==> config.mk <==
export PLATFORM = sky130hd
export DESIGN_NAME = led_blink_breathe_generator
export DESIGN_NICKNAME = d
export VERILOG_FILES = /design/src/hw/rtl/lbb_pkg.sv /design/src/hw/rtl/lbb_divider.sv /design/src/hw/rtl/lbb_datapath.sv /design/src/hw/rtl/lbb_controller.sv /design/src/hw/rtl/led_blink_breathe_generator.sv
export VERILOG_INCLUDE_DIRS = /design/src /design/src/hw/rtl
export SDC_FILE = /design/constraint.sdc
export NUM_CORES = 2
export LEC_CHECK = 0
export BUFFER_PORTS_ARGS = -buffer_cell sky130_fd_sc_hd__clkbuf_2
export CORE_AREA = 2 2 425 427
export DETAILED_ROUTE_END_ITERATION = 10
export DIE_AREA = 0 0 427 429
export GPL_TIMING_DRIVEN = 1
export HOLD_SLACK_MARGIN = 0.12
export REMOVE_ABC_BUFFERS = 1
export SLEW_MARGIN = 20
export SYNTH_ARGS = -nofsm -noshare
export SYNTH_HDL_FRONTEND = slang
export SYNTH_SLANG_ARGS = --single-unit
==> constraint.sdc <==
create_clock -name aclk -period 12.5 [get_ports aclk]
set_input_delay 1.875 -clock aclk [delete_from_list [all_inputs] [get_ports aclk]]
set_output_delay 1.875 -clock aclk [all_outputs]
set_load 0.01 [all_outputs]
==> src/hw/rtl/led_blink_breathe_generator_assert.svh <==
// assertion macros shared by the led pattern generator rtl
// no dependencies
`ifndef LED_BLINK_BREATHE_GENERATOR_ASSERT_SVH
`define LED_BLINK_BREATHE_GENERATOR_ASSERT_SVH

// same-cycle implication
`define LBB_ASSERT_NOW(lbl, clk, rstn, ante, cons, msg) \
    lbl: assert property (@(posedge clk) disable iff (!rstn) (ante) |-> (cons)) \
        else $error(msg);

// next-cycle implication
`define LBB_ASSERT_NEXT(lbl, clk, rstn, ante, cons, msg) \
    lbl: assert property (@(posedge clk) disable iff (!rstn) (ante) |=> (cons)) \
        else $error(msg);

`endif

==> src/hw/rtl/lbb_pkg.sv <==
// types, codes and constants of the led blink / breathe generator
// no dependencies
package lbb_pkg;

    localparam int DEFAULT_CHANNELS = 5;
    localparam int DIV_W            = 32;

    localparam logic [2:0] MODE_OFF     = 3'd0;
    localparam logic [2:0] MODE_ON      = 3'd1;
    localparam logic [2:0] MODE_PWM     = 3'd2;
    localparam logic [2:0] MODE_BLINK   = 3'd3;
    localparam logic [2:0] MODE_BREATHE = 3'd4;

    localparam logic [7:0]  RST_CEILING = 8'd255;
    localparam logic [15:0] RST_PERIOD  = 16'd1000;
    localparam logic [9:0]  RST_DUTY    = 10'd500;

    localparam logic [9:0]  DUTY_FULL   = 10'd1000;
    localparam logic [9:0]  RISE_MAX    = 10'd999;
    localparam logic [15:0] BREATHE_MIN = 16'd2;
    localparam logic [7:0]  LEVEL_MAX   = 8'd255;

    // x / 1000 as (x * ceil(2^36 / 1000)) >> 36, exact for x below 2^26
    localparam logic [26:0] RECIP_PERMILLE = 27'd68719477;
    localparam int          RECIP_SHIFT    = 36;
    // x / 255 as ((x + 1) * 257) >> 16, exact for x up to 255 * 255
    localparam logic [8:0]  RECIP_LEVEL    = 9'd257;
    localparam int          LEVEL_SHIFT    = 16;

    localparam logic DSEL_PHASE = 1'b0;
    localparam logic DSEL_RAMP  = 1'b1;

    typedef struct packed {
        logic        req_type;
        logic [2:0]  channel;
        logic [2:0]  led_mode;
        logic [7:0]  level_ceiling;
        logic [15:0] period_ms;
        logic [15:0] duty_permille;
        logic [31:0] now_ms;
    } in_t;

    typedef struct packed {
        logic [2:0] out_channel;
        logic [7:0] drive_level;
        logic       is_lit;
        logic       last_of_run;
    } out_t;

    typedef struct packed {
        logic       capture_set;
        logic       capture_tick;
        logic       load;
        logic       div_start;
        logic       div_sel;
        logic       mul_a;
        logic       cap_a;
        logic       cap_b;
        logic       mul_c;
        logic       cap_c;
        logic       mul_d;
        logic       cap_d;
        logic       emit;
        logic       next_chan;
    } cmd_t;

    typedef struct packed {
        logic       in_set;
        logic       in_oob;
        logic [2:0] mode;
        logic       div_done;
        logic       out_free;
        logic       is_last;
    } status_t;

endpackage

==> src/hw/rtl/lbb_divider.sv <==
// shared restoring divider, one quotient bit per cycle
// depends on lbb_pkg and the assertion header
`include "led_blink_breathe_generator_assert.svh"

module lbb_divider (
    input  logic                       aclk,
    input  logic                       aresetn,
    input  logic                       start,
    input  logic [lbb_pkg::DIV_W-1:0]  dividend,
    input  logic [lbb_pkg::DIV_W-1:0]  divisor,
    output logic [lbb_pkg::DIV_W-1:0]  quotient,
    output logic [lbb_pkg::DIV_W-1:0]  remainder,
    output logic                       busy,
    output logic                       done
);
    localparam int W   = lbb_pkg::DIV_W;
    localparam int CNT = $clog2(W);

    logic [W-1:0]   rem_reg, rem_next;
    logic [W-1:0]   quo_reg, quo_next;
    logic [W-1:0]   dvs_reg;
    logic [CNT-1:0] cnt_reg;
    logic           busy_reg, done_reg;
    logic [W:0]     trial, diff;

    always_comb begin
        trial = {rem_reg, quo_reg[W-1]};
        diff  = trial - {1'b0, dvs_reg};
        if (!diff[W]) begin
            rem_next = diff[W-1:0];
            quo_next = {quo_reg[W-2:0], 1'b1};
        end else begin
            rem_next = trial[W-1:0];
            quo_next = {quo_reg[W-2:0], 1'b0};
        end
    end

    always_ff @(posedge aclk) begin
        if (!aresetn) begin
            busy_reg <= 1'b0;
            done_reg <= 1'b0;
            cnt_reg  <= '0;
        end else if (start) begin
            busy_reg <= 1'b1;
            done_reg <= 1'b0;
            cnt_reg  <= CNT'(W - 1);
        end else if (busy_reg) begin
            if (cnt_reg == '0) begin
                busy_reg <= 1'b0;
                done_reg <= 1'b1;
            end
            cnt_reg <= cnt_reg - 1'b1;
        end
    end

    always_ff @(posedge aclk) begin
        if (start) begin
            rem_reg <= '0;
            quo_reg <= dividend;
            dvs_reg <= divisor;
        end else if (busy_reg) begin
            rem_reg <= rem_next;
            quo_reg <= quo_next;
        end
    end

    assign quotient  = quo_reg;
    assign remainder = rem_reg;
    assign busy      = busy_reg;
    assign done      = done_reg;

    `LBB_ASSERT_NOW(a_no_restart, aclk, aresetn, start, !busy_reg, "divider restarted while busy")

endmodule

==> src/hw/rtl/lbb_datapath.sv <==
// channel table, operand registers, shared divider and output register
// depends on lbb_pkg and lbb_divider
module lbb_datapath #(
    parameter int LED_CHANNELS = lbb_pkg::DEFAULT_CHANNELS
) (
    input  logic             aclk,
    input  logic             aresetn,
    input  lbb_pkg::in_t     s_data,
    output lbb_pkg::out_t    m_data,
    output logic             m_valid,
    input  logic             m_ready,
    input  lbb_pkg::cmd_t    cmd,
    output lbb_pkg::status_t status
);
    localparam int CH_W = (LED_CHANNELS > 1) ? $clog2(LED_CHANNELS) : 1;
    localparam int W    = lbb_pkg::DIV_W;

    logic [2:0]  mode_tab   [LED_CHANNELS];
    logic [7:0]  ceil_tab   [LED_CHANNELS];
    logic [15:0] period_tab [LED_CHANNELS];
    logic [9:0]  duty_tab   [LED_CHANNELS];
    logic [31:0] phase_tab  [LED_CHANNELS];

    logic [CH_W-1:0] idx_reg;
    logic            single_reg;
    logic [31:0]     now_reg;
    logic [2:0]      mode_reg;
    logic [7:0]      ceil_reg;
    logic [15:0]     p_reg;
    logic [9:0]      duty_reg;
    logic [31:0]     el_reg;
    logic [31:0]     prod_reg;
    logic [15:0]     ont_reg;
    logic [15:0]     t_reg;
    logic            up_reg;
    logic [15:0]     den_reg;
    logic [7:0]      ramp_reg;
    logic [7:0]      lvl_reg;
    logic            lit_reg;
    lbb_pkg::out_t   out_reg;
    logic            m_valid_reg;

    logic [CH_W-1:0] set_idx;
    logic [9:0]      duty_clamped;
    logic [2:0]      cur_mode;
    logic [7:0]      cur_ceil;
    logic [15:0]     cur_per;
    logic [9:0]      cur_duty;
    logic [15:0]     p_eff;
    logic [9:0]      d_eff;
    logic [15:0]     r16;
    logic [52:0]     ont_prod;
    logic [25:0]     lvl_prod;
    logic [W-1:0]    dvd, dvs, quo, rem;
    logic            div_busy, div_done;
    logic [4:0]      idx5;

    assign set_idx      = CH_W'(5'(s_data.channel));
    assign duty_clamped = (s_data.duty_permille > 16'(lbb_pkg::DUTY_FULL))
                        ? lbb_pkg::DUTY_FULL : s_data.duty_permille[9:0];
    assign cur_mode = mode_tab[idx_reg];
    assign cur_ceil = ceil_tab[idx_reg];
    assign cur_per  = period_tab[idx_reg];
    assign cur_duty = duty_tab[idx_reg];
    assign r16      = rem[15:0];
    assign idx5     = 5'(idx_reg);

    // constant divisions by reciprocal multiplication
    assign ont_prod = 53'(prod_reg[25:0]) * 53'(lbb_pkg::RECIP_PERMILLE);
    assign lvl_prod = 26'(17'(prod_reg[15:0]) + 17'd1) * 26'(lbb_pkg::RECIP_LEVEL);

    // period and duty as the mode sees them
    always_comb begin
        if (cur_mode == lbb_pkg::MODE_BREATHE) begin
            p_eff = (cur_per < lbb_pkg::BREATHE_MIN) ? lbb_pkg::BREATHE_MIN : cur_per;
            if (cur_duty == '0) begin
                d_eff = 10'd1;
            end else if (cur_duty >= lbb_pkg::DUTY_FULL) begin
                d_eff = lbb_pkg::RISE_MAX;
            end else begin
                d_eff = cur_duty;
            end
        end else begin
            p_eff = (cur_per == '0) ? 16'd1 : cur_per;
            d_eff = cur_duty;
        end
    end

    always_comb begin
        case (cmd.div_sel)
            lbb_pkg::DSEL_PHASE: begin
                dvd = el_reg;
                dvs = W'(p_reg);
            end
            lbb_pkg::DSEL_RAMP: begin
                dvd = prod_reg;
                dvs = W'(den_reg);
            end
            default: begin
                dvd = el_reg;
                dvs = W'(p_reg);
            end
        endcase
    end

    lbb_divider u_div (
        .aclk      (aclk),
        .aresetn   (aresetn),
        .start     (cmd.div_start),
        .dividend  (dvd),
        .divisor   (dvs),
        .quotient  (quo),
        .remainder (rem),
        .busy      (div_busy),
        .done      (div_done)
    );

    // channel table
    always_ff @(posedge aclk) begin
        if (!aresetn) begin
            for (int i = 0; i < LED_CHANNELS; i++) begin
                mode_tab[i]   <= lbb_pkg::MODE_OFF;
                ceil_tab[i]   <= lbb_pkg::RST_CEILING;
                period_tab[i] <= lbb_pkg::RST_PERIOD;
                duty_tab[i]   <= lbb_pkg::RST_DUTY;
                phase_tab[i]  <= '0;
            end
        end else if (cmd.capture_set) begin
            mode_tab[set_idx]   <= s_data.led_mode;
            ceil_tab[set_idx]   <= s_data.level_ceiling;
            period_tab[set_idx] <= s_data.period_ms;
            duty_tab[set_idx]   <= duty_clamped;
            phase_tab[set_idx]  <= s_data.now_ms;
        end else if (cmd.cap_b) begin
            // phase start moves by whole periods: now minus the remainder
            phase_tab[idx_reg] <= now_reg - 32'(r16);
        end
    end

    always_ff @(posedge aclk) begin
        if (!aresetn) begin
            idx_reg    <= '0;
            single_reg <= 1'b0;
        end else if (cmd.capture_set) begin
            idx_reg    <= set_idx;
            single_reg <= 1'b1;
        end else if (cmd.capture_tick) begin
            idx_reg    <= '0;
            single_reg <= 1'b0;
        end else if (cmd.next_chan) begin
            idx_reg <= idx_reg + 1'b1;
        end
    end

    always_ff @(posedge aclk) begin
        if (cmd.capture_set || cmd.capture_tick) begin
            now_reg <= s_data.now_ms;
        end
        if (cmd.load) begin
            mode_reg <= cur_mode;
            ceil_reg <= cur_ceil;
            p_reg    <= p_eff;
            duty_reg <= cur_duty;
            el_reg   <= now_reg - phase_tab[idx_reg];
            if (cur_mode == lbb_pkg::MODE_ON || cur_mode == lbb_pkg::MODE_PWM) begin
                lvl_reg <= cur_ceil;
                lit_reg <= (cur_ceil != '0);
            end else begin
                lvl_reg <= '0;
                lit_reg <= 1'b0;
            end
        end
        if (cmd.mul_a) begin
            ont_reg <= ont_prod[lbb_pkg::RECIP_SHIFT +: 16];
        end
        if (cmd.cap_a) begin
            if (mode_reg == lbb_pkg::MODE_BREATHE) begin
                if (ont_reg == '0) begin
                    t_reg <= 16'd1;
                end else if (ont_reg >= p_reg) begin
                    t_reg <= p_reg - 16'd1;
                end else begin
                    t_reg <= ont_reg;
                end
            end else begin
                t_reg <= ont_reg;
            end
        end
        if (cmd.cap_b) begin
            el_reg <= 32'(r16);
            if (mode_reg == lbb_pkg::MODE_BLINK) begin
                if (duty_reg >= lbb_pkg::DUTY_FULL) begin
                    lit_reg <= 1'b1;
                    lvl_reg <= ceil_reg;
                end else if (duty_reg == '0 || r16 >= t_reg) begin
                    lit_reg <= 1'b0;
                    lvl_reg <= '0;
                end else begin
                    lit_reg <= 1'b1;
                    lvl_reg <= ceil_reg;
                end
            end
        end
        if (cmd.mul_c) begin
            up_reg   <= (el_reg[15:0] < t_reg);
            den_reg  <= (el_reg[15:0] < t_reg) ? t_reg : (p_reg - t_reg);
        end
        if (cmd.cap_c) begin
            ramp_reg <= up_reg ? quo[7:0] : (lbb_pkg::LEVEL_MAX - quo[7:0]);
        end
        if (cmd.cap_d) begin
            lvl_reg <= lvl_prod[lbb_pkg::LEVEL_SHIFT +: 8];
            lit_reg <= (lvl_prod[lbb_pkg::LEVEL_SHIFT +: 8] != '0);
        end
        // prod_reg is shared by the multiply steps
        if (cmd.load) begin
            prod_reg <= 32'(p_eff * d_eff);
        end else if (cmd.mul_c) begin
            prod_reg <= 32'((el_reg[15:0] < t_reg ? el_reg[15:0] : el_reg[15:0] - t_reg)
                            * lbb_pkg::LEVEL_MAX);
        end else if (cmd.mul_d) begin
            prod_reg <= 32'(ramp_reg * ceil_reg);
        end
        if (cmd.emit) begin
            out_reg.out_channel <= idx5[2:0];
            out_reg.drive_level <= lvl_reg;
            out_reg.is_lit      <= lit_reg;
            out_reg.last_of_run <= status.is_last;
        end
    end

    always_ff @(posedge aclk) begin
        if (!aresetn) begin
            m_valid_reg <= 1'b0;
        end else if (cmd.emit) begin
            m_valid_reg <= 1'b1;
        end else if (m_ready) begin
            m_valid_reg <= 1'b0;
        end
    end

    assign m_data  = out_reg;
    assign m_valid = m_valid_reg;

    always_comb begin
        status.in_set   = s_data.req_type;
        status.in_oob   = (5'(s_data.channel) >= 5'(LED_CHANNELS));
        status.mode     = cur_mode;
        status.div_done = div_done && !div_busy;
        status.out_free = !m_valid_reg || m_ready;
        status.is_last  = single_reg || (idx_reg == CH_W'(LED_CHANNELS - 1));
    end

endmodule

==> src/hw/rtl/lbb_controller.sv <==
// sequencer that walks channels and steps the datapath through each mode
// depends on lbb_pkg
module lbb_controller (
    input  logic             aclk,
    input  logic             aresetn,
    input  logic             s_valid,
    output logic             s_ready,
    input  lbb_pkg::status_t status,
    output lbb_pkg::cmd_t    cmd
);
    localparam logic [3:0] S_IDLE  = 4'd0;
    localparam logic [3:0] S_LOAD  = 4'd1;
    localparam logic [3:0] S_MULA  = 4'd2;
    localparam logic [3:0] S_CAPA  = 4'd3;
    localparam logic [3:0] S_DIVB  = 4'd4;
    localparam logic [3:0] S_WB    = 4'd5;
    localparam logic [3:0] S_MULC  = 4'd6;
    localparam logic [3:0] S_DIVC  = 4'd7;
    localparam logic [3:0] S_WC    = 4'd8;
    localparam logic [3:0] S_MULD  = 4'd9;
    localparam logic [3:0] S_SCALE = 4'd10;
    localparam logic [3:0] S_EMIT  = 4'd11;

    logic [3:0] state_reg, state_next;

    always_comb begin
        cmd        = '0;
        s_ready    = 1'b0;
        state_next = state_reg;
        case (state_reg)
            S_IDLE: begin
                s_ready = 1'b1;
                if (s_valid) begin
                    if (!status.in_set) begin
                        cmd.capture_tick = 1'b1;
                        state_next       = S_LOAD;
                    end else if (!status.in_oob) begin
                        cmd.capture_set = 1'b1;
                        state_next      = S_LOAD;
                    end
                end
            end
            S_LOAD: begin
                cmd.load = 1'b1;
                if (status.mode == lbb_pkg::MODE_BLINK ||
                    status.mode == lbb_pkg::MODE_BREATHE) begin
                    state_next = S_MULA;
                end else begin
                    state_next = S_EMIT;
                end
            end
            S_MULA: begin
                cmd.mul_a  = 1'b1;
                state_next = S_CAPA;
            end
            S_CAPA: begin
                cmd.cap_a  = 1'b1;
                state_next = S_DIVB;
            end
            S_DIVB: begin
                cmd.div_start = 1'b1;
                cmd.div_sel   = lbb_pkg::DSEL_PHASE;
                state_next    = S_WB;
            end
            S_WB: begin
                cmd.div_sel = lbb_pkg::DSEL_PHASE;
                if (status.div_done) begin
                    cmd.cap_b  = 1'b1;
                    state_next = (status.mode == lbb_pkg::MODE_BREATHE) ? S_MULC : S_EMIT;
                end
            end
            S_MULC: begin
                cmd.mul_c  = 1'b1;
                state_next = S_DIVC;
            end
            S_DIVC: begin
                cmd.div_start = 1'b1;
                cmd.div_sel   = lbb_pkg::DSEL_RAMP;
                state_next    = S_WC;
            end
            S_WC: begin
                cmd.div_sel = lbb_pkg::DSEL_RAMP;
                if (status.div_done) begin
                    cmd.cap_c  = 1'b1;
                    state_next = S_MULD;
                end
            end
            S_MULD: begin
                cmd.mul_d  = 1'b1;
                state_next = S_SCALE;
            end
            S_SCALE: begin
                cmd.cap_d  = 1'b1;
                state_next = S_EMIT;
            end
            S_EMIT: begin
                if (status.out_free) begin
                    cmd.emit = 1'b1;
                    if (status.is_last) begin
                        state_next = S_IDLE;
                    end else begin
                        cmd.next_chan = 1'b1;
                        state_next    = S_LOAD;
                    end
                end
            end
            default: begin
                state_next = S_IDLE;
            end
        endcase
    end

    always_ff @(posedge aclk) begin
        if (!aresetn) begin
            state_reg <= S_IDLE;
        end else begin
            state_reg <= state_next;
        end
    end

endmodule

==> src/hw/rtl/led_blink_breathe_generator.sv <==
// led blink / breathe generator: one word per channel on a tick, one on a set to a
// valid channel; per channel, off/on/pwm skip the divider, blink uses the shared
// divider once and breathe twice, each division a start, 32 steps and done
// a tick walks all channels in turn and waits on output stalls; one input item at a time
// synchronous active-low reset restores every channel to off, ceiling 255, 1000 ms, 500
`include "led_blink_breathe_generator_assert.svh"

module led_blink_breathe_generator #(
    parameter int LED_CHANNELS = lbb_pkg::DEFAULT_CHANNELS
) (
    input  logic          aclk,
    input  logic          aresetn,
    input  logic          s_valid,
    output logic          s_ready,
    input  lbb_pkg::in_t  s_data,
    output logic          m_valid,
    input  logic          m_ready,
    output lbb_pkg::out_t m_data
);
    lbb_pkg::cmd_t    cmd;
    lbb_pkg::status_t status;

    lbb_controller u_ctrl (
        .aclk    (aclk),
        .aresetn (aresetn),
        .s_valid (s_valid),
        .s_ready (s_ready),
        .status  (status),
        .cmd     (cmd)
    );

    lbb_datapath #(
        .LED_CHANNELS (LED_CHANNELS)
    ) u_dp (
        .aclk    (aclk),
        .aresetn (aresetn),
        .s_data  (s_data),
        .m_data  (m_data),
        .m_valid (m_valid),
        .m_ready (m_ready),
        .cmd     (cmd),
        .status  (status)
    );

    `LBB_ASSERT_NEXT(a_tick_busy, aclk, aresetn, s_valid && s_ready && !s_data.req_type, !s_ready, "tick: still ready")
    `LBB_ASSERT_NOW(a_run_busy, aclk, aresetn, m_valid && m_ready && !m_data.last_of_run, !s_ready, "ready mid run")

endmodule

==> flow_summary.ini <==
[worst_setup_path]
end_kind = register
crit_family = adder cells
cp_max_fo = 47
critPathArrivalTime_ns = 9.94
slowest_delay_ns = 0.95
cp_common_cell = fa_1
cp_slowest_cell = dfxtp_4
worstSetupStartpointType = register
required_ns = 12.96
path_class = register to register
crit_buf_inv = 5

[floorplanning]
start_util_pct = 34.9
chipHeight_um = 429
dieArea_mm2 = 0.183
num_rows = 155
io_pins = 98
die_w_um = 427
core-area_mm2 = 0.178

[timing]
hold_slack_ns = 0.449
period_needed_ns = 9.48
setup_violations = 0
finalHoldViolCount = 0
slew_headroom_pct = 23.2
fin_crit_sh_pct = 75.8
fmax_mhz = 106
drv_slew = 0
worstMarginPinSlew_ns = 1.12
final.setup.tns_ns = 0
rsz0062_at_grt = false
finClkSkew_ns = 0.0757

[clock_tree]
cts-root-buf = clkbuf_16
postCtsSetupBuffers = 0
path_clk_slew_ns = 0.07
cts.hold.buffers_added = 0
clk_latency_ns = 0.73
numCtsBuffers = 92
clockBufferDepth = 3
cts_tree = yes
cts-resized-gates = 0
cts_max_level = 3
cts.sink_count = 860

[layout]
drive_above_1_share_pct = 8.77
fillers = 17300
nets = 6772
top_regs = u_dp.phase_tab x256, u_dp.period_tab x128, u_dp.duty_tab x80
design_area_mm2 = 0.0690
syn2layout_area_growth_pct = 11.0
post-route-util_pct = 38.8
largest_reg_flops = 256
regMostFlops = u_dp.phase_tab

[placed_design]
port_buffers = 97
placed_area_mm2 = 0.0659
hpwl_um = 123000
place.gp.congestion = 0.912

[drt]
num_vias = 41300
firstDrtPassIters = 6
finalWirelength_um = 166000
postRouteAntennaNets = 0
drc = 0
dr.first_iter.drc_count = 2993
wl_per_cell_um = 20.4
via_per_inst = 5.08

[yosys]
synth_top_area_share_pct = 37.7
synth_area_leaders = edfxtp_1 38%, fa_1 14%, ha_1 11%
syn_area_mm2 = 0.0622
synth_flop_cell = edfxtp_1
synthArstFlopShare_pct = 0
synth_common_cells = 787 x inv_1, 781 x edfxtp_1, 548 x ha_1, 485 x nor2_1, 442 x fa_1
yosysTopAreaCell = edfxtp_1
yosysSeqAreaShare_pct = 40.3
yosysWarnings = 0
synth.distinct_cells = 85
yosys.cell_count.top_type = inv_1
synth_cells = 5504
synth-seq-cells = 860
syn_area_per_cell_um2 = 11.3
synth_edf_count = 781

[min_path]
hold_path_class = register to register
min_from = u_dp.lvl_reg[6]

[global_route]
grt_max_degree = 69
overflow = 0
grt_pass1_vias = 42100
grt_antenna_before_repair = 7
grt_pass1_wl_um = 255000
grt_use_total_pct = 18.1

[run_status]
outcome = finished, final reports clean

[run]
max-cap-violations = 0
-- worst register-to-register path, stage by stage, from the launching register on --
cell       delay (ns)
dfxtp_4          0.95
buf_4            0.53
mux4_2           0.55
mux2i_1          0.63
nand4_1          0.20
nor4_2           0.41
mux2_4           0.40
inv_2            0.12
nand2_1          0.10
fa_1             0.53
fa_1             0.54
inv_1            0.05
fa_1             0.50
fa_1             0.54
inv_1            0.05
fa_1             0.53
inv_1            0.04
ha_1             0.30
a21boi_0         0.16
a21boi_0         0.19
o31ai_1          0.25
nand2_1          0.10
a21o_1           0.23
a2111oi_0        0.71
o21ai_0          0.24
xor2_1           0.19
a21o_1           0.18
-- area by class of cell --
class	count	area (um^2)	area share (%)
Multi-Input combinational cell	3787	33900	49.2
Timing Repair Buffer	168	1020	1.48
Tap cell	2355	2950	4.27
Antenna cell	3	7.51	0.0109
Sequential cell	860	25000	36.3
Inverter	790	2970	4.30
Clock inverter	55	637	0.923
Clock buffer	111	2440	3.53
-- metal layers --
layer,track usage (%),vias up,part of all wire (%)
li1,-,19300,-
met1,24.8,20800,44
met2,29.9,1087,48
met3,2.30,211,5.4
met4,5.15,2,2.7
met5,0,-,0.0078
-- per-stage QoR --
| stage | setup WS, ns | instances |
|---|---|---|
| 6_report | 3.02 | 8129 |
| 5_1_grt | 2.43 | 8128 |
| 4_1_cts | 3.00 | 8126 |
| 3_5_place_dp | 3.02 | 7960 |
| 3_3_place_gp | 3.17 | 7960 |
| 2_1_floorplan | -0.805 | 5437 |
-- placed cells by master, fill, tap and decap left out, types with 14 or more instances in the layout --
cell type,n
inv_1,785
edfxtp_1,781
ha_1,548
nor2_1,479
fa_1,442
nand2_1,391
a21oi_1,250
o21ai_0,202
mux4_2,138
xnor2_1,136
conb_1,111
mux2i_1,103
a21o_1,98
clkbuf_2,97
nand2b_1,96
clkbuf_16,94
and2_1,88
xor2_1,78
dfxtp_1,75
buf_4,71
nand3_1,66
nor3_1,63
and3_1,48
nor2b_1,41
o21a_1,37
a211oi_1,33
or3_1,31
a31oi_1,30
nand4_1,24
nor4_1,22
clkinv_1,22
mux2_2,18
o22ai_1,18
o211ai_1,17
clkbuf_1,15
a21boi_0,14
o2bb2ai_1,14
-- worst paths after layout --
path                       end  slack (ns)  depth (start not counted)
max          u_dp.prod_reg[24]        3.02                         26
min             u_dp.m_data[8]        0.45                          0
max reg2reg  u_dp.prod_reg[24]        3.02                         26
min reg2reg     u_dp.m_data[8]        0.45                          0
-- kinds of logic (layout without fill, tap and decap cells) --
logic type	after synthesis	after routing	share of synthesized area, %
adder cells (fa/ha/maj)	990	990	25.3
XOR/XNOR	215	215	3.03
multiplexers	262	262	7.05
other	1	114	0.00603
flip-flops	860	860	40.3
buffers and inverters	967	1124	5.96
AND/OR/NAND/NOR	1405	1405	10.4
AO/OA/AOI/OAI	804	804	8.00
Power is not shown: default switching activity piles up to over one toggle a cycle in this logic, so the estimate is an artifact.
